### src/design/sorted_address_range_table_unit_macros.svh
// Assertion helpers for the RTL files; srat_seq includes them.
`ifndef SORTED_ADDRESS_RANGE_TABLE_UNIT_MACROS_SVH
`define SORTED_ADDRESS_RANGE_TABLE_UNIT_MACROS_SVH

// Property must hold at every edge outside reset.
`define SRAT_ASSERT(label, prop, msg) \
	label: assert property (@(posedge clk) disable iff (!arst_n) (prop)) else $error(msg);

// Condition must never be seen outside reset.
`define SRAT_NEVER(label, cond, msg) \
	label: assert property (@(posedge clk) disable iff (!arst_n) !(cond)) else $error(msg);

`endif

### src/design/srat_pkg.sv
// ----------------------------------------------------------------------------
// srat_pkg
// Types, codes and defaults of the sorted address range table.
// ----------------------------------------------------------------------------
`default_nettype none

package srat_pkg;

	localparam int DEF_TABLE_DEPTH = 64;
	localparam int DEF_TAG_BITS    = 8;

	localparam logic [1:0] KIND_LOOKUP = 2'd0;
	localparam logic [1:0] KIND_INSERT = 2'd1;
	localparam logic [1:0] KIND_CLOSE  = 2'd2;
	localparam logic [1:0] KIND_CLEAR  = 2'd3;

	localparam logic [1:0] STATUS_DONE = 2'd0;
	localparam logic [1:0] STATUS_MISS = 2'd1;
	localparam logic [1:0] STATUS_FULL = 2'd2;

	localparam logic REG_MAIN_START = 1'b0;
	localparam logic REG_MAIN_END   = 1'b1;

	typedef struct packed {
		logic [1:0]  kind;
		logic [63:0] address;
		logic [63:0] range_end;
		logic [7:0]  tag_in;
	} req_t;

	typedef struct packed {
		logic        hit;
		logic        in_main;
		logic [7:0]  tag_out;
		logic [63:0] found_start;
		logic [63:0] found_end;
		logic [1:0]  status;
	} rsp_t;

	typedef enum logic [2:0] {
		CELL_HOLD,
		CELL_FLAG,
		CELL_PASS,
		CELL_CLOSE,
		CELL_SWAP,
		CELL_INSERT
	} cell_op_t;

	typedef struct packed {
		cell_op_t    op;
		logic        phase;
		logic [63:0] address;
		logic [63:0] range_end;
		logic [7:0]  tag;
	} cell_ctrl_t;

	// lt/eq are registered search flags, gt/hole are live
	typedef struct packed {
		logic lt;
		logic eq;
		logic gt;
		logic hole;
	} cell_flags_t;

	// search result travelling down the row
	typedef struct packed {
		logic        hit;
		logic [7:0]  tag;
		logic [63:0] start;
		logic [63:0] stop;
	} carry_t;

	typedef enum logic [2:0] {
		ST_IDLE,
		ST_FLAG,
		ST_PASS,
		ST_FINISH,
		ST_SWAP,
		ST_INSERT,
		ST_DONE
	} state_t;

endpackage

`default_nettype wire

### src/design/srat_seq.sv
// ----------------------------------------------------------------------------
// srat_seq
// Command sequencer: handshakes, main range, entry counts, result register.
// ----------------------------------------------------------------------------
`default_nettype none

`include "sorted_address_range_table_unit_macros.svh"

module srat_seq #(
	parameter int TABLE_DEPTH = 64
) (
	input  wire                              clk,
	input  wire                              arst_n,
	input  wire                              req_valid,
	output logic                             req_ready,
	input  srat_pkg::req_t                   req,
	output logic                             rsp_valid,
	input  wire                              rsp_ready,
	output srat_pkg::rsp_t                   rsp,
	input  wire                              wr_en,
	input  wire                              wr_index,
	input  wire [63:0]                       wr_data,
	output srat_pkg::cell_ctrl_t             ctrl,
	output logic [$clog2(TABLE_DEPTH+1)-1:0] count,
	input  srat_pkg::carry_t                 last_carry
);
	import srat_pkg::*;

	localparam int CW   = $clog2(TABLE_DEPTH + 1);
	localparam int CNTW = $clog2(TABLE_DEPTH);
	localparam logic [CW-1:0]   FULL_COUNT = CW'(TABLE_DEPTH);
	localparam logic [CNTW-1:0] LAST_STEP  = CNTW'(TABLE_DEPTH - 1);

	state_t          state_q, state_d;
	logic [CNTW-1:0] step_q;
	logic [CW-1:0]   count_q, open_count_q;
	logic [63:0]     main_start_q, main_end_q;
	logic            rsp_valid_q;
	req_t            req_q;
	rsp_t            res_q, rsp_q, accept_res;
	logic            accept, main_hit, full, last_step, load_rsp;

	assign accept    = req_valid && req_ready;
	assign main_hit  = (req.kind == KIND_LOOKUP) && (req.address >= main_start_q)
		&& (req.address < main_end_q);
	assign full      = open_count_q == FULL_COUNT;
	assign last_step = step_q == LAST_STEP;
	assign load_rsp  = (state_q == ST_DONE) && (!rsp_valid_q || rsp_ready);

	always_comb begin
		accept_res        = '0;
		accept_res.status = STATUS_DONE;
		if (main_hit) begin
			accept_res.hit         = 1'b1;
			accept_res.in_main     = 1'b1;
			accept_res.found_start = main_start_q;
			accept_res.found_end   = main_end_q;
		end else if ((req.kind == KIND_INSERT) && full) begin
			accept_res.status = STATUS_FULL;
		end
	end

	// next state
	always_comb begin
		state_d = state_q;
		unique case (state_q)
			ST_IDLE: begin
				if (accept) begin
					priority if (main_hit) begin
						state_d = ST_DONE;
					end else if ((req.kind == KIND_LOOKUP) || (req.kind == KIND_CLOSE)) begin
						state_d = ST_FLAG;
					end else if ((req.kind == KIND_INSERT) && !full) begin
						state_d = ST_SWAP;
					end else begin
						state_d = ST_DONE;
					end
				end
			end
			ST_FLAG:   state_d = ST_PASS;
			ST_PASS:   state_d = last_step ? ST_FINISH : ST_PASS;
			ST_FINISH: state_d = ST_DONE;
			ST_SWAP:   state_d = last_step ? ST_INSERT : ST_SWAP;
			ST_INSERT: state_d = ST_DONE;
			ST_DONE:   state_d = load_rsp ? ST_IDLE : ST_DONE;
			default:   state_d = ST_IDLE;
		endcase
	end

	// outputs
	always_comb begin
		req_ready       = state_q == ST_IDLE;
		ctrl.phase      = step_q[0];
		ctrl.address    = req_q.address;
		ctrl.range_end  = req_q.range_end;
		ctrl.tag        = req_q.tag_in;
		unique case (state_q)
			ST_FLAG:   ctrl.op = CELL_FLAG;
			ST_PASS:   ctrl.op = CELL_PASS;
			ST_FINISH: ctrl.op = (req_q.kind == KIND_CLOSE) ? CELL_CLOSE : CELL_HOLD;
			ST_SWAP:   ctrl.op = CELL_SWAP;
			ST_INSERT: ctrl.op = CELL_INSERT;
			default:   ctrl.op = CELL_HOLD;
		endcase
	end

	always_ff @(posedge clk or negedge arst_n) begin
		if (!arst_n) begin
			state_q      <= ST_IDLE;
			step_q       <= '0;
			count_q      <= '0;
			open_count_q <= '0;
			main_start_q <= '0;
			main_end_q   <= '0;
			rsp_valid_q  <= 1'b0;
		end else begin
			state_q <= state_d;
			step_q  <= ((state_q == ST_PASS) || (state_q == ST_SWAP)) && !last_step
				? step_q + 1'b1 : '0;
			if (wr_en && (wr_index == REG_MAIN_START)) begin
				main_start_q <= wr_data;
			end
			if (wr_en && (wr_index == REG_MAIN_END)) begin
				main_end_q <= wr_data;
			end
			if (accept && (req.kind == KIND_CLEAR)) begin
				count_q      <= '0;
				open_count_q <= '0;
			end
			if ((state_q == ST_SWAP) && last_step) begin
				count_q <= open_count_q;
			end
			if (state_q == ST_INSERT) begin
				count_q      <= count_q + 1'b1;
				open_count_q <= open_count_q + 1'b1;
			end
			if ((state_q == ST_FINISH) && (req_q.kind == KIND_CLOSE) && last_carry.hit) begin
				open_count_q <= open_count_q - 1'b1;
			end
			if (load_rsp) begin
				rsp_valid_q <= 1'b1;
			end else if (rsp_ready) begin
				rsp_valid_q <= 1'b0;
			end
		end
	end

	always_ff @(posedge clk) begin
		if (accept) begin
			req_q <= req;
			res_q <= accept_res;
		end
		if (state_q == ST_FINISH) begin
			res_q.hit         <= last_carry.hit;
			res_q.in_main     <= 1'b0;
			res_q.tag_out     <= last_carry.tag;
			res_q.found_start <= last_carry.start;
			res_q.found_end   <= last_carry.stop;
			res_q.status      <= last_carry.hit ? STATUS_DONE : STATUS_MISS;
		end
		if (load_rsp) begin
			rsp_q <= res_q;
		end
	end

	assign rsp_valid = rsp_valid_q;
	assign rsp       = rsp_q;
	assign count     = count_q;

	`SRAT_NEVER(a_open_le_count, open_count_q > count_q, "open entries exceed entry count")
	`SRAT_NEVER(a_count_le_depth, count_q > FULL_COUNT, "entry count above table depth")
	`SRAT_ASSERT(a_clear_empties, accept && (req.kind == KIND_CLEAR) |=> count_q == '0, "clear left entries")
	`SRAT_ASSERT(a_insert_grows, state_q == ST_INSERT |=> count_q == $past(open_count_q) + 1'b1, "insert count wrong")

endmodule

`default_nettype wire

### config.mk
export PLATFORM = sky130hd
export DESIGN_NAME = srat_seq
export DESIGN_NICKNAME = d
export VERILOG_FILES = /design/src/design/srat_pkg.sv /design/src/design/srat_seq.sv
export VERILOG_INCLUDE_DIRS = /design/src /design/src/design
export SDC_FILE = /design/constraint.sdc
export NUM_CORES = 1
export LEC_CHECK = 0
export BUFFER_PORTS_ARGS = -buffer_cell sky130_fd_sc_hd__buf_2
export CORE_AREA = 8 8 242 244
export DETAILED_ROUTE_END_ITERATION = 8
export DIE_AREA = 0 0 250 252
export PLACE_DENSITY = 0.78
export SLEW_MARGIN = 20
export SYNTH_ARGS = -nofsm -noshare
export SYNTH_HDL_FRONTEND = slang
export SYNTH_SLANG_ARGS = --single-unit
### constraint.sdc
create_clock -name clk -period 13.55 [get_ports clk]
set_input_delay 2.71 -clock clk [delete_from_list [all_inputs] [get_ports clk]]
set_output_delay 2.71 -clock clk [all_outputs]
set_load 0.05 [all_outputs]
==> reports/metrics.csv <==
stage;metric;value;unit
synthesis;Avg Cell Area, Syn;14.4;sq um
worst_setup_path;Crit path max-delay family;compound AO/OA/AOI/OAI gates;
cts;Max Root-Sink Buffers;3;
cts;Post-CTS Hold Fix Bufs;0;
placed_design;# port buffers;633;
cts;TritonCTS clock tree;yes;
floorplanning;Die ar.;63000;sq um
synthesis;number of synthesized flops with an enable pin;417;
run;max_cap viols;0;
layout;nets;2660;
timing;RSZ-0062 raised after global routing;false;
synthesis;Main synth FF type;edfxtp_1;
worst_setup_path;Buf/Inv on CP;2;
floorplanning;Chip Height;252;um
global_routing;vias in the first global route;16800;
cts;worst skew pair latency;0.61;ns
pwr;maximum vdd drop;0.158;mV
synthesis;post-synthesis cell type count;59;
layout;Multi-input gate area;6000;sq um
timing;Slew @ Worst Pin;1.00;ns
layout;layout cells sized above 1;36.4;%
floorplanning;Die Wd;250;um
global_routing;initial antenna violation count;23;
detailed_routing;post-route antenna net violation count;0;
cts;Post-CTS Resized;0;
worst_setup_path;Max stage delay on crit path;0.76;ns
pwr;Net Sw Power;1.94;mW
detailed_routing;Initial DRT Pass Iterations;6;
layout;Syn-to-layout area delta;20.5;%
cts;postcts setup bufs;0;
layout;register area;16300;sq um
timing;fin crit share;44.6;%
pwr;clock share of power;29.5;%
timing;Worst Clk Skew;0.0231;ns
floorplanning;Row Count;86;
synthesis;synthesized net count;2146;
timing;Hold Vio Cnt, Final;0;
layout;Fill cells;4502;
pwr;logic gate share of total power;25.7;%
pwr;Sequential Power Share;44.9;%
timing;Slew Viols, Final;0;
pwr;switch share;34.8;%
synthesis;post-synthesis sequential area ratio;67.9;%
timing;Final WS setup;7.51;ns
synthesis;Synth Instances;1670;
cts;Clock transition at path regs;0.06;ns
detailed_routing;Post-Route WL;74300;um
global_routing;wire length of the first global-routing pass;108000;um
worst_setup_path;startpoint types;input pin;
floorplanning;num ports;634;
pwr;P per Cell Area;192;nW/um^2
global_routing;GRT Total Usage;22.5;%
worst_setup_path;Setup CP Type;in2reg;
cts;CTS H-tree depth;2;
global_routing;gr ovfl total;0;
status;status;finished clean;
worst_setup_path;crit path max fanout;74;
synthesis;Ys Warns;0;
pwr;Pint;3.63;mW
placed_design;routability cong.;0.909;
placed_design;Place WS;6.82;ns
cts;cts bufs inserted;59;
detailed_routing;via count;16000;
synthesis;#FFs+latches synth;570;
worst_setup_path;cell mode on critical path;a21o_1;
min_path;HP Class;reg2reg;
detailed_routing;post-DR wirelength/cell;25.1;um
pwr;P_leak;12.5;nW
timing;final setup fails;0;
cts;clk sinks;570;
global_routing;largest net degree at the start of global routing;82;
worst_setup_path;Worst EP arrival;6.50;ns
placed_design;HPWL after DPL;55700;um
timing;max frequency;0.166;GHz
timing;setup tns final;0;ns
synthesis;post-synthesis async set-or-reset flop share;26.7;%
synthesis;Mapped Area;24100;sq um
worst_setup_path;Required @ worst endpoint;14.01;ns
worst_setup_path;critical-path cell list;buf_2 -> ha_1 -> a21o_1 -> a21o_1 -> a21oi_1 -> o211ai_1 -> a2111oi_2 -> nor3_1 -> nor3_4 -> buf_4 -> a22o_1;
worst_setup_path;nature of the critical path endpoint;flip-flop;
detailed_routing;vias per cell;5.41;
floorplanning;starting density of the core;44.1;%
worst_setup_path;slowest cell on the critical path;buf_4;
cts;clock root cell;clkbuf_16;
detailed_routing;# DRC;0;
timing;Slew Limit Headroom;32.8;%
detailed_routing;initial DRC count;1358;
timing;min cycle time layout;6.04;ns
floorplanning;Core Area;54700;sq um
## worst register-to-register path: cells and delay by family, from the launching register on
kind,cells,cell delay (ns)
flops,1,0.41
simple gates,2,0.51
fa+ha+maj,1,0.29
compound gates,6,2.05
buf+inv,2,0.82
## logic make-up after synthesis
kind of cell	Yosys count	share of synthesized area, %
buf+inv	329	7.44
flops	570	67.9
fa+ha+maj	131	6.81
compound gates	350	10.3
xor+xnor	4	0.145
simple gates	221	4.40
mux	65	3.04
## cell type report
cell class	count	share of cell area [%]
inverter	134	1.75
clock buffer	75	5.54
timing repair buffer	648	11.3
antenna	17	0.147
tap	704	3.03
multi-input combinational	771	20.7
sequential	570	56.3
clock inverter	34	1.22
## power groups by stage
stage	Combinational, mW	Sequential [mW]	Clock [mW]
after detailed placement	1.44	2.53	0
after floorplan	0.766	2.83	0
final	1.43	2.50	1.64
after global placement	1.41	2.52	0
after global routing	1.52	2.53	1.73
after CTS	1.45	2.50	1.66
## cell usage after synthesis, types with 7 or more instances
library cell	n	area share, %
a21o_1	27	0.84
a21oi_1	51	1.1
a22o_1	128	4.7
and3_1	20	0.52
buf_4	147	4.6
clkbuf_1	42	0.65
dfrtp_1	152	16
edfxtp_1	417	52
ha_1	131	6.8
inv_1	134	2.1
mux2_2	65	3.0
nand2_1	103	1.6
nand2b_1	7	0.18
nand3_1	9	0.19
nand4_1	23	0.60
nor2_1	25	0.39
nor3_1	8	0.17
nor3b_1	8	0.25
o21ai_0	89	1.8
## through the flow
| stage | cell area, sq um | hold slack (ns) | cells | utilization, % | power (mW) |
|---|---|---|---|---|---|
| after floorplan | 24100 | 0.400 | 1670 | - | 3.60 |
| after global placement | 27000 | 0.400 | 2825 | 49.4 | 3.92 |
| after detailed placement | 27000 | 0.405 | 2827 | 49.4 | 3.97 |
| after CTS | 29000 | 0.414 | 2936 | 53.0 | 5.61 |
| after global routing | 29000 | 0.419 | 2948 | 53.1 | 5.77 |
| final | 29000 | 0.415 | 2953 | 53.1 | 5.57 |
## registers in the layout, indices dropped and copies added (netlist names)
register	count
count	7
ctrl	136
main_end_q	64
main_start_q	64
open_count_q	7
req_q	2
res_q	140
rsp	140
rsp_valid	1
state_q	3
step_q	6
## path summary, 6_finish.rpt
check,start,end,slack [ns],depth (start not counted)
setup / recovery,req[105],res_q[9],7.51,11
hold / removal,res_q[20],rsp[20],0.41,0
setup reg to reg,main_end_q[33],res_q[9],9.34,11
hold reg to reg,res_q[20],rsp[20],0.41,0
max in group asynchronous,arst_n,main_end_q[35],9.82,2
min in group asynchronous,arst_n,main_start_q[63],2.19,1
## routing by layer
metal | track usage, % | vias to the layer above | wire length, um
met5 | 0 | - | 65
met4 | 8.26 | 10 | 2050
met3 | 6.48 | 124 | 5950
met2 | 39.9 | 738 | 38600
met1 | 25.7 | 8007 | 27600
li1 | - | 7085 | -
## layout by cell type, fill, tap and decap left out, drive strengths merged, types with 23 or more instances in the layout
| master | count |
|---|---|
| buf | 648 |
| edfxtp | 417 |
| dfrtp | 152 |
| inv | 137 |
| ha | 131 |
| a22o | 128 |
| nand2 | 103 |
| o21ai | 91 |
| clkbuf | 75 |
| mux2 | 65 |
| a21oi | 51 |
| a21o | 27 |
| nor2 | 25 |
| nand4 | 23 |
(Power assumes the default switching activity.)
