**config.mk**
```make
export PLATFORM = sky130hd
export DESIGN_NAME = srat_cell
export DESIGN_NICKNAME = d
export VERILOG_FILES = /design/src/design/sorted_address_range_table_unit_macros.svh /design/src/design/srat_pkg.sv /design/src/design/srat_cell.sv
export SDC_FILE = /design/constraint.sdc
export NUM_CORES = 1
export LEC_CHECK = 0
export ABC_AREA = 1
export ABC_CLOCK_PERIOD_IN_PS = 15500
export BUFFER_PORTS_ARGS = -buffer_cell sky130_fd_sc_hd__buf_4
export CAP_MARGIN = 20
export CORE_AREA = 3 3 332 334
export CTS_CLUSTER_SIZE = 40
export DETAILED_ROUTE_END_ITERATION = 6
export DIE_AREA = 0 0 335 337
export PLACE_DENSITY = 0.3
export SLEW_MARGIN = 30
export SYNTH_ARGS = -nofsm -noshare
export SYNTH_HDL_FRONTEND = slang
export SYNTH_SLANG_ARGS = --single-unit
```
**constraint.sdc**
```tcl
create_clock -name clk -period 15.5 [get_ports clk]
set_input_delay 3.1 -clock clk [delete_from_list [all_inputs] [get_ports clk]]
set_output_delay 3.1 -clock clk [all_outputs]
set_load 0.005 [all_outputs]
```
**src/design/sorted_address_range_table_unit_macros.svh**
```systemverilog
// Assertion helpers for the RTL files; srat_seq includes them.
`ifndef SORTED_ADDRESS_RANGE_TABLE_UNIT_MACROS_SVH
`define SORTED_ADDRESS_RANGE_TABLE_UNIT_MACROS_SVH

// Property must hold at every edge outside reset.
`define SRAT_ASSERT(label, prop, msg) \
	label: assert property (@(posedge clk) disable iff (!arst_n) (prop)) else $error(msg);

// Condition must never be seen outside reset.
`define SRAT_NEVER(label, cond, msg) \
	label: assert property (@(posedge clk) disable iff (!arst_n) !(cond)) else $error(msg);

`endif

```
**src/design/srat_pkg.sv**
```systemverilog
// ----------------------------------------------------------------------------
// srat_pkg
// Types, codes and defaults of the sorted address range table.
// ----------------------------------------------------------------------------
`default_nettype none

package srat_pkg;

	localparam int DEF_TABLE_DEPTH = 64;
	localparam int DEF_TAG_BITS    = 8;

	localparam logic [1:0] KIND_LOOKUP = 2'd0;
	localparam logic [1:0] KIND_INSERT = 2'd1;
	localparam logic [1:0] KIND_CLOSE  = 2'd2;
	localparam logic [1:0] KIND_CLEAR  = 2'd3;

	localparam logic [1:0] STATUS_DONE = 2'd0;
	localparam logic [1:0] STATUS_MISS = 2'd1;
	localparam logic [1:0] STATUS_FULL = 2'd2;

	localparam logic REG_MAIN_START = 1'b0;
	localparam logic REG_MAIN_END   = 1'b1;

	typedef struct packed {
		logic [1:0]  kind;
		logic [63:0] address;
		logic [63:0] range_end;
		logic [7:0]  tag_in;
	} req_t;

	typedef struct packed {
		logic        hit;
		logic        in_main;
		logic [7:0]  tag_out;
		logic [63:0] found_start;
		logic [63:0] found_end;
		logic [1:0]  status;
	} rsp_t;

	typedef enum logic [2:0] {
		CELL_HOLD,
		CELL_FLAG,
		CELL_PASS,
		CELL_CLOSE,
		CELL_SWAP,
		CELL_INSERT
	} cell_op_t;

	typedef struct packed {
		cell_op_t    op;
		logic        phase;
		logic [63:0] address;
		logic [63:0] range_end;
		logic [7:0]  tag;
	} cell_ctrl_t;

	// lt/eq are registered search flags, gt/hole are live
	typedef struct packed {
		logic lt;
		logic eq;
		logic gt;
		logic hole;
	} cell_flags_t;

	// search result travelling down the row
	typedef struct packed {
		logic        hit;
		logic [7:0]  tag;
		logic [63:0] start;
		logic [63:0] stop;
	} carry_t;

	typedef enum logic [2:0] {
		ST_IDLE,
		ST_FLAG,
		ST_PASS,
		ST_FINISH,
		ST_SWAP,
		ST_INSERT,
		ST_DONE
	} state_t;

endpackage

`default_nettype wire

```
**src/design/srat_cell.sv**
```systemverilog
// ----------------------------------------------------------------------------
// srat_cell
// One table entry with its local search, compaction and insert logic.
// ----------------------------------------------------------------------------
`default_nettype none

module srat_cell #(
	parameter int TABLE_DEPTH = 64,
	parameter int TAG_BITS    = 8,
	parameter int INDEX       = 0
) (
	input  wire                                      clk,
	input  srat_pkg::cell_ctrl_t                     ctrl,
	input  wire [$clog2(TABLE_DEPTH+1)-1:0]          count,
	input  srat_pkg::cell_flags_t                    prev_flags,
	input  srat_pkg::cell_flags_t                    next_flags,
	input  wire [63:0]                               prev_start,
	input  wire [63:0]                               prev_end,
	input  wire [TAG_BITS-1:0]                       prev_tag,
	input  wire                                      prev_open,
	input  wire [63:0]                               next_start,
	input  wire [63:0]                               next_end,
	input  wire [TAG_BITS-1:0]                       next_tag,
	input  wire                                      next_open,
	input  srat_pkg::carry_t                         prev_carry,
	output srat_pkg::cell_flags_t                    flags,
	output logic [63:0]                              start,
	output logic [63:0]                              stop,
	output logic [TAG_BITS-1:0]                      tag,
	output logic                                     open,
	output srat_pkg::carry_t                         carry
);
	import srat_pkg::*;

	localparam int CW = $clog2(TABLE_DEPTH + 1);
	localparam int TN = (TAG_BITS < 8) ? TAG_BITS : 8;
	localparam logic [CW-1:0] IDX = CW'(INDEX);
	localparam bit FIRST = (INDEX == 0);
	localparam bit LAST  = (INDEX == TABLE_DEPTH - 1);
	localparam bit ODD   = (INDEX % 2) == 1;

	logic [63:0]         start_q, end_q;
	logic [TAG_BITS-1:0] tag_q;
	logic                open_q;
	logic                lt_q, eq_q, contains_q;
	carry_t              carry_q;

	logic                valid, hole, gt, sel, is_left, take, new_here;
	logic [63:0]         start_d, end_d;
	logic [TAG_BITS-1:0] tag_d, tag_new;
	logic                open_d;
	logic [7:0]          tag8;

	assign valid = IDX < count;
	assign hole  = !valid || !open_q;
	assign gt    = valid && (start_q > ctrl.address);

	// first entry at or above the address if it starts there, else the one before
	assign sel = contains_q && ((eq_q && (FIRST || prev_flags.lt))
		|| (lt_q && !next_flags.lt && !next_flags.eq));

	assign is_left  = (ODD == ctrl.phase);
	assign new_here = !prev_flags.gt && (gt || (IDX == count));

	always_comb begin
		if (is_left) begin
			take = !LAST && hole && !next_flags.hole;
		end else begin
			take = !FIRST && prev_flags.hole && !hole;
		end
	end

	always_comb begin
		tag_new = '0;
		tag8    = '0;
		for (int b = 0; b < TN; b++) begin
			tag_new[b] = ctrl.tag[b];
			tag8[b]    = tag_q[b];
		end
	end

	always_comb begin
		start_d = start_q;
		end_d   = end_q;
		tag_d   = tag_q;
		open_d  = open_q;
		unique case (ctrl.op)
			CELL_SWAP: begin
				if (take && is_left) begin
					start_d = next_start;
					end_d   = next_end;
					tag_d   = next_tag;
					open_d  = next_open;
				end else if (take) begin
					start_d = prev_start;
					end_d   = prev_end;
					tag_d   = prev_tag;
					open_d  = prev_open;
				end
			end
			CELL_INSERT: begin
				if (!FIRST && prev_flags.gt) begin
					start_d = prev_start;
					end_d   = prev_end;
					tag_d   = prev_tag;
					open_d  = prev_open;
				end else if (new_here) begin
					start_d = ctrl.address;
					end_d   = ctrl.range_end;
					tag_d   = tag_new;
					open_d  = 1'b1;
				end
			end
			CELL_CLOSE: begin
				if (sel) begin
					end_d  = start_q;
					open_d = 1'b0;
				end
			end
			default: begin
			end
		endcase
	end

	always_ff @(posedge clk) begin
		start_q <= start_d;
		end_q   <= end_d;
		tag_q   <= tag_d;
		open_q  <= open_d;
		if (ctrl.op == CELL_FLAG) begin
			lt_q       <= valid && (start_q < ctrl.address);
			eq_q       <= valid && (start_q == ctrl.address);
			contains_q <= valid && (start_q <= ctrl.address) && (ctrl.address < end_q);
		end
		if (ctrl.op == CELL_PASS) begin
			carry_q <= sel ? carry_t'{1'b1, tag8, start_q, end_q} : prev_carry;
		end
	end

	assign flags = cell_flags_t'{lt_q, eq_q, gt, hole};
	assign start = start_q;
	assign stop  = end_q;
	assign tag   = tag_q;
	assign open  = open_q;
	assign carry = carry_q;

endmodule

`default_nettype wire

```
==> results of run 1 <==
## cells in the mapped netlist (3+ instances only)
master and n:
buf_6 9, clkbuf_1 72, nor2_1 168, o221ai_1 63, o21a_1 4, o211ai_1 3, nor3_1 7, buf_4 10
inv_1 227, buf_2 8, a21oi_1 65, nand2_1 443, nand4_1 14, nand3_1 12, a31oi_1 72, mux2_2 8
ha_1 127, o21ai_0 214, edfxtp_1 277
## worst max-delay path, delay by kind of cell
family / cells / cell delay (ns)
AOI/OAI and AO/OA: 1 / 0.22
adders and majority gates: 1 / 0.31
buffers and inverters: 3 / 0.33
and+or+nand+nor: 7 / 1.66
## path summary, 6_finish.rpt
path         depth (start not counted)      start  slack (ns)          to
max reg2reg                         10  start[63]       11.61     stop[3]
min                                  1     tag[7]        0.59  carry[135]
min reg2reg                          1     tag[7]        0.59  carry[135]
max                                 12  ctrl[135]        6.75    flags[1]
## placed cells by master (no fill, tap or decap), types with 2 or more instances in the layout
cell type / instances
diode_2: 8
nand4_1: 14
ha_1: 127
o21a_1: 4
nor4_1: 2
a31oi_1: 72
nor3_1: 6
o221ai_1: 63
bufinv_16: 3
clkinv_1: 15
o21ai_4: 2
inv_6: 4
nor2_4: 2
o211ai_1: 3
a21oi_1: 64
mux2_2: 8
edfxtp_1: 277
buf_4: 856
nand3_1: 12
nor2_1: 166
o21ai_0: 213
clkinv_2: 4
a21o_1: 2
clkbuf_16: 41
nand2_1: 443
clkbuf_1: 8
inv_1: 225
## cell families after synthesis
group | after synthesis | synth area share, %
and+or+nand+nor | 650 | 15.4
AOI/OAI and AO/OA | 428 | 15.3
buffers and inverters | 327 | 8.21
DFF | 277 | 50.8
adders and majority gates | 127 | 9.71
muxes | 8 | 0.551
## power groups by stage
stage | registers [mW] | logic, mW | clock network [mW]
floorplan | 0.901 | 0.151 | 0
global placement | 0.897 | 0.396 | 0
detailed placement | 0.897 | 0.397 | 0
CTS | 0.882 | 0.398 | 0.969
global route | 0.884 | 0.434 | 0.993
finish | 0.882 | 0.389 | 0.923
## metal layers
metal / wire length (um) / track usage, % / share of wire, %
met1: 38900 / 19.2 / 40
met3: 6170 / 4.21 / 6.4
met5: 61 / 0 / 0.063
met4: 1720 / 3.96 / 1.8
met2: 49300 / 28.9 / 51
## registers in the layout, indices dropped and copies added, names as in the netlist
name / flops
carry: 137
start: 64
stop: 64
tag: 8
contains_q: 1
eq_q: 1
lt_q: 1
open: 1
## through the flow
step,instances,utilization [%]
2_1_floorplan,1817,-
3_3_place_gp,3979,22.5
3_5_place_dp,3979,22.5
4_1_cts,4052,23.7
5_1_grt,4059,23.7
6_report,4060,23.7
## final cells by class
cell class              count  area, um2  area share (%)
multi-input cells        1213       6760            26.6
diodes                      8       20.0          0.0787
well taps                1403       1760            6.90
inverters                 228        867            3.41
flip-flops and latches    277       8320            32.7
clock inverters            24        188           0.738
clock buffers              49       1060            4.15
repair buffers            858       6460            25.4
==> flow_summary.ini, run 1 <==
[timing]
slew_viol_final = 0
finalCritPeriodShare_pct = 56.4
setup-tns-final_ns = 0
finalHoldViolations = 0
fin_skew_ns = 0.0350
fmax_mhz = 114
max_slew_margin_pct = 30.8
min_period_ns = 8.75
worst_pin_slew_ns = 1.04
setup_viol = 0
hold_slack_ns = 0.590
rsz0062_at_grt = no
worst_slack_ns = 6.75

[floorplan]
die_h_um = 337
num_rows = 120
initial_core_util_pct = 15.3
die_area_um2 = 113000
boundaryPins = 845
die_w_um = 335
coreArea_um2 = 107000

[power_and_ir_drop]
p_clk_share_pct = 42.1
power_mw = 2.19
switchingPower_mw = 0.607
seqPwrFrac_pct = 40.2
peakVddDrop_uv = 50.1
p_int_mw = 1.59
p_sw_share_pct = 27.7
pwr-share-comb_pct = 17.7
p_leak_nw = 11.5
powerDensity_nw_per_um2 = 86.3

[drt]
vias = 16600
drc_errors = 0
drt_pre_antenna_iters = 5
post_drt_via_cell_ratio = 4.09
routed_wl_mm = 96.1
ant_nets = 0
wire_per_inst_um = 23.7
drt_first_iter_violations = 966

[clock_tree]
ctsResizeCount = 0
clock-sinks = 277
cts-htree-levels = 2
insertion_delay_ns = 0.60
cts-root-buf = clkbuf_16
hold_buffers = 0
cts_tree = done
clk_pin_slew_ns = 0.06
cts_buffers = 41
postCtsSetupBuffers = 0
clock_path_buffers = 3

[synth]
synth-main-ff-cell = edfxtp_1
netlist_area_um2 = 16400
netlist.area_leader.share_pct = 50.8
yosysSeqAreaShare_pct = 50.8
synth_edf_count = 277
syn_area_per_cell_um2 = 9.00
yosys.cell_types.count = 30
synthArstFlopShare_pct = 0
netlist_instances = 1817
ys_ff_latch = 277
ys_top_cells_by_area = edfxtp_1 (51%), nand2_1 (10%), ha_1 (9.7%)
yosys_warnings = 0
yosysTopAreaCell = edfxtp_1
synth_fp_nets = 2511

[place]
dpl_worst_slack_ns = 6.49
place_congestion = 0.875
port-buffer-count = 840
dp_hpwl_mm = 75.4
place_area_um2 = 24200

[setup_path]
start_kind = input port
end_kind = primary output
cp_data_required_time_ns = 12.40
path_max_fanout = 3
cp_common_cell = nand2_1
cp_slowest_stage_delay_ns = 0.54
cpMaxStageDelayCell = nor3_1
setup.worst_path.class = in -> out
crit_chain = buf_4, inv_1, ha_1, nand4_1, nor2_1, nand3_1, nor3_1, nand2_1, nand2_1, nand2_1, a21oi_1, buf_4
crit_arrival_ns = 5.65

[global_route]
grt_pass1_wl_mm = 130
grt_overflow = 0
grt_pass1_vias = 17100
antenna_found_initial = 12
grt_usage_pct = 16.2
grt_max_degree = 153

[final_layout]
drive_above_1_share_pct = 35.0
area_delta_synth_final_pct = 55.4
final_area_um2 = 25400
final_nets = 3313
fill_cells = 11900

[run_status]
status = complete, no violations

[job]
maxCapViolCount = 0

[worst_hold_path]
hold_path_class = reg -> reg
Note: power is estimated with default switching activity, not from simulation.
==> run 2: changes to the inputs <==
--- a/config.mk
+++ b/config.mk
@@ -6,14 +6,14 @@
 export NUM_CORES = 1
 export LEC_CHECK = 0
 export ABC_AREA = 1
-export ABC_CLOCK_PERIOD_IN_PS = 15500
+export ABC_CLOCK_PERIOD_IN_PS = 7350
 export BUFFER_PORTS_ARGS = -buffer_cell sky130_fd_sc_hd__buf_4
 export CAP_MARGIN = 20
 export CORE_AREA = 3 3 332 334
 export CTS_CLUSTER_SIZE = 40
 export DETAILED_ROUTE_END_ITERATION = 6
 export DIE_AREA = 0 0 335 337
-export PLACE_DENSITY = 0.3
+export PLACE_DENSITY = 0.31
 export SLEW_MARGIN = 30
 export SYNTH_ARGS = -nofsm -noshare
 export SYNTH_HDL_FRONTEND = slang
==> constraint.sdc (replaced) <==
create_clock -name clk -period 7.35 [get_ports clk]
set_input_delay 1.47 -clock clk [delete_from_list [all_inputs] [get_ports clk]]
set_output_delay 1.47 -clock clk [all_outputs]
set_load 0.005 [all_outputs]
==> flow_summary.ini, run 2 (synthesized netlist as in run 1, its figures left out) <==
[floorplan]
die_area_um2 = 113000
die_h_um = 337
num_rows = 120
coreArea_um2 = 107000
initial_core_util_pct = 15.3
die_w_um = 335
boundaryPins = 845

[final_layout]
area_delta_synth_final_pct = 56.7
final_common_cell = buf_4
final_area_um2 = 25600
seqCellArea_um2 = 8320
multiInputGateArea_um2 = 6770
largest_reg_flops = 137
drive_above_1_share_pct = 35.3
fill_cells = 11800
mostFrequentLayoutCells = buf_4 (854), nand2_1 (443), edfxtp_1 (277)
final_nets = 3315

[setup_path]
r2r-end = stop[9]
r2r_cells = 10
path_max_fanout = 3
crit_arrival_ns = 3.64
reg2reg_slack_ns = 3.37
start_kind = input port
reg2reg_from = start[63]
cp_data_required_time_ns = 5.88
end_kind = primary output
setup.worst_path.class = in -> out

[clock_tree]
clock_path_buffers = 3
cts_buffers = 42
cts-htree-levels = 2
cts-root-buf = clkbuf_16
clk_pin_slew_ns = 0.05
cts_tree = done
insertion_delay_ns = 0.60
ctsResizeCount = 0
hold_buffers = 0
clock-sinks = 277
postCtsSetupBuffers = 0

[global_route]
grtUsageMet2_pct = 29.5
grt_overflow = 0
grt_usage_pct = 16.5
grt_pass1_vias = 17400
grt_use_met3_pct = 4.53
grt_pass1_wl_mm = 132
grt_max_degree = 92
use_met1_pct = 19.4
antenna_found_initial = 21
busiest_layer = met2

[worst_hold_path]
hold_path_class = reg -> reg
whs_endpoint = carry[135]
hold_depth = 1
hp-start = tag[7]

[timing]
fmax_mhz = 196
finalCritPeriodShare_pct = 69.5
setup-tns-final_ns = 0
worst_pin_slew_ns = 0.970
rsz0062_at_grt = no
hold_slack_ns = 0.595
setup_viol = 0
min_period_ns = 5.11
fin_skew_ns = 0.0213
slew_viol_final = 0
max_slew_margin_pct = 35.4
finalHoldViolations = 0

[place]
place_area_um2 = 24200
dp_hpwl_mm = 77.1
place_congestion = 0.921
port-buffer-count = 840

[drt]
drt_first_iter_violations = 1117
drt_pre_antenna_iters = 5
drc_errors = 0
post_drt_via_cell_ratio = 4.13
routed_wl_mm = 98.4
wire_per_inst_um = 24.2
vias = 16800
ant_nets = 0

[job]
maxCapViolCount = 0

[power_and_ir_drop]
power_mw = 4.86
peakVddDrop_uv = 152
p_leak_nw = 11.6
powerDensity_nw_per_um2 = 189

[run_status]
status = complete, no violations
[run 2: layer usage]
| layer | up-vias | part of all wire [%] |
|---|---|---|
| met1 | 8144 | 40 |
| met4 | 6 | 2.0 |
| met3 | 101 | 7.1 |
| li1 | 7908 | - |
| met2 | 654 | 51 |
| met5 | - | 0.048 |
[run 2: through the flow]
step	setup WS, ns	utilization, %	cells
6_report	2.24	23.9	4067
5_1_grt	1.82	23.9	4064
4_1_cts	2.04	23.9	4055
3_5_place_dp	2.05	22.6	3980
3_3_place_gp	1.98	22.6	3980
2_1_floorplan	0.0319	-	1817
[run 2: cell type report]
type / instances / share of cell area (%)
tap: 1403 / 6.85
clock buffer: 49 / 4.45
clock inverter: 26 / 1.06
sequential: 277 / 32.4
timing repair buffer: 859 / 25.3
multi-input combinational: 1213 / 26.4
inverter: 228 / 3.38
antenna: 12 / 0.117
[run 2: power breakdown]
group          total [mW]  internal, mW  switching (mW)
clock network        2.16          1.31           0.850
logic               0.833         0.397           0.436
registers            1.86          1.83          0.0326
total                4.86          3.54            1.32
[run 2: worst max-delay path by stage]
stage	start	to	slack [ns]	depth (start not counted)
final	ctrl[131]	flags[1]	2.24	14
after global placement	ctrl[131]	flags[1]	1.98	14
after CTS	ctrl[131]	flags[1]	2.04	14
after global routing	ctrl[131]	flags[1]	1.82	14
after detailed placement	ctrl[131]	flags[1]	2.05	14
after floorplan	ctrl[138]	carry[0]	0.03	2
[run 2: worst max-delay path, cell delays in order]
cell and delay (ns):
buf_4 0.10, inv_1 0.04, ha_1 0.29, nand2_1 0.06
inv_1 0.06, nand3_1 0.09, nor2_1 0.18, nand3_1 0.21
nor3_1 0.43, nand2_1 0.14, nand2_1 0.08, nand2_1 0.18
a21oi_1 0.18, buf_4 0.13
==> run 3: changes to the inputs <==
--- a/config.mk
+++ b/config.mk
@@ -6,14 +6,14 @@
 export NUM_CORES = 1
 export LEC_CHECK = 0
 export ABC_AREA = 1
-export ABC_CLOCK_PERIOD_IN_PS = 7350
+export ABC_CLOCK_PERIOD_IN_PS = 4900
 export BUFFER_PORTS_ARGS = -buffer_cell sky130_fd_sc_hd__buf_4
 export CAP_MARGIN = 20
 export CORE_AREA = 3 3 332 334
 export CTS_CLUSTER_SIZE = 40
 export DETAILED_ROUTE_END_ITERATION = 6
 export DIE_AREA = 0 0 335 337
-export PLACE_DENSITY = 0.31
+export PLACE_DENSITY = 0.3
 export SLEW_MARGIN = 30
 export SYNTH_ARGS = -nofsm -noshare
 export SYNTH_HDL_FRONTEND = slang
==> constraint.sdc (replaced) <==
create_clock -name clk -period 4.9 [get_ports clk]
set_input_delay 0.98 -clock clk [delete_from_list [all_inputs] [get_ports clk]]
set_output_delay 0.98 -clock clk [all_outputs]
set_load 0.005 [all_outputs]
==> flow_summary.ini, run 3 (synthesized netlist as in run 1, its figures left out) <==
[run_status]
status = complete, no violations

[global_route]
grt_pass1_wl_mm = 133
grt_pass1_vias = 17400
grt_usage_pct = 16.6
grt_overflow = 0
antenna_found_initial = 16
grt_max_degree = 147

[clock_tree]
insertion_delay_ns = 0.59
clock-sinks = 277
cts-htree-levels = 2
hold_buffers = 0
postCtsSetupBuffers = 0
clk_pin_slew_ns = 0.06
cts_tree = done
clock_path_buffers = 3
ctsResizeCount = 0
cts_buffers = 42
cts-root-buf = clkbuf_16

[drt]
drt-met1-wl_mm = 40.0
routed_wl_mm = 98.1
wl_met2_mm = 49.5
ant_nets = 0
top_layer = met5
vias = 16700
post_drt_via_cell_ratio = 4.09
drc_errors = 0
drt_first_iter_violations = 949
wl_met3_mm = 5.84
drt_pre_antenna_iters = 5
wire_per_inst_um = 24.0

[floorplan]
coreArea_um2 = 107000
die_h_um = 337
initial_core_util_pct = 15.3
die_w_um = 335
num_rows = 120
boundaryPins = 845
die_area_um2 = 113000

[job]
maxCapViolCount = 0

[final_layout]
final_nets = 3323
largest_reg_flops = 137
drive_above_1_share_pct = 35.7
final_area_um2 = 25700
final_common_cell = buf_4
utilization_pct = 24.0
finalNonFillerCells = 4079
mostFrequentLayoutCells = buf_4 (858), nand2_1 (443), edfxtp_1 (277)
area_delta_synth_final_pct = 56.9

[timing]
fin_skew_ns = 0.0203
finalCritPeriodShare_pct = 83.0
fmax_mhz = 246
min_period_ns = 4.06
setup-tns-final_ns = 0
setup_viol = 0
finalHoldViolations = 0
worst_pin_slew_ns = 0.877
max_slew_margin_pct = 41.5
hold_slack_ns = 0.605
worst_slack_ns = 0.835
rsz0062_at_grt = no
slew_viol_final = 0

[setup_path]
setup.worst_path.class = reg -> out
critPathTopFamily = simple AND/OR/NAND/NOR gates
cp_common_cell = nand2_1
cp_data_required_time_ns = 3.92
cp_slowest_stage_delay_ns = 0.51
critPathCapture = flags[1]
reg2reg_slack_ns = 1.66
crit_cells = 11
cpMaxStageDelayCell = edfxtp_1
startpoint = start[63]
r2r_cells = 11
path_max_fanout = 4
crit_chain = ha_1, nand4_1, nor2_1, nand3_1, nor3_1, buf_4, nand2_1, nand2_1, nand2_1, a21oi_1, buf_4
critical_path_buf_inv_count = 2
end_kind = primary output
start_kind = flip-flop
reg2reg_from = start[63]
r2r-end = stop[6]
crit_arrival_ns = 3.08

[place]
port-buffer-count = 840
placed_cells = 3988
place_congestion = 0.912
dp_hpwl_mm = 78.5
dpl_worst_slack_ns = 0.788
place_area_um2 = 24300

[power_and_ir_drop]
p_leak_nw = 11.6
power_mw = 7.03
peakVddDrop_uv = 195
powerDensity_nw_per_um2 = 274

[worst_hold_path]
hold_path_class = reg -> reg
==> run 3: changes by cell type in the layout (fill, tap and decap cells not counted), sizes merged <==
cell,delta
buf,+8
bufinv,-5
clkbuf,+2
clkinv,+2
clkinvlp,+3
diode,+3
inv,-1
==> run 3: layer usage <==
metal	vias up	GRT usage [%]
li1	7934	-
met1	8037	19.9
met2	581	29.1
met3	119	3.63
met4	4	5.81
met5	-	0
==> run 3: worst min path at each step <==
stage	endpoint	cells past startpoint	slack, ns	start
floorplan	carry[128]	1	0.58	tag[0]
global placement	carry[135]	1	0.59	tag[7]
detailed placement	carry[129]	1	0.58	tag[1]
CTS	carry[4]	3	0.59	prev_carry[4]
global route	carry[129]	1	0.63	tag[1]
finish	carry[135]	1	0.61	tag[7]
==> run 3: power by group <==
| group | internal [mW] | total (mW) | leakage (nW) | switching, mW |
|---|---|---|---|---|
| logic | 0.605 | 1.25 | 8.40 | 0.648 |
| clock network | 1.71 | 2.99 | 0.640 | 1.28 |
| registers | 2.74 | 2.79 | 2.55 | 0.0478 |
| total | 5.06 | 7.03 | 11.6 | 1.97 |
==> run 3: area by class of cell <==
| cell class | instances | area [um2] |
|---|---|---|
| fill | 11900 | 81500 |
| multi-input combinational | 1213 | 6770 |
| timing repair buffer | 867 | 6630 |
| tap | 1403 | 1760 |
| clock buffer | 51 | 1150 |
| sequential | 277 | 8320 |
| antenna | 15 | 37.5 |
| clock inverter | 25 | 151 |
| inverter | 228 | 867 |
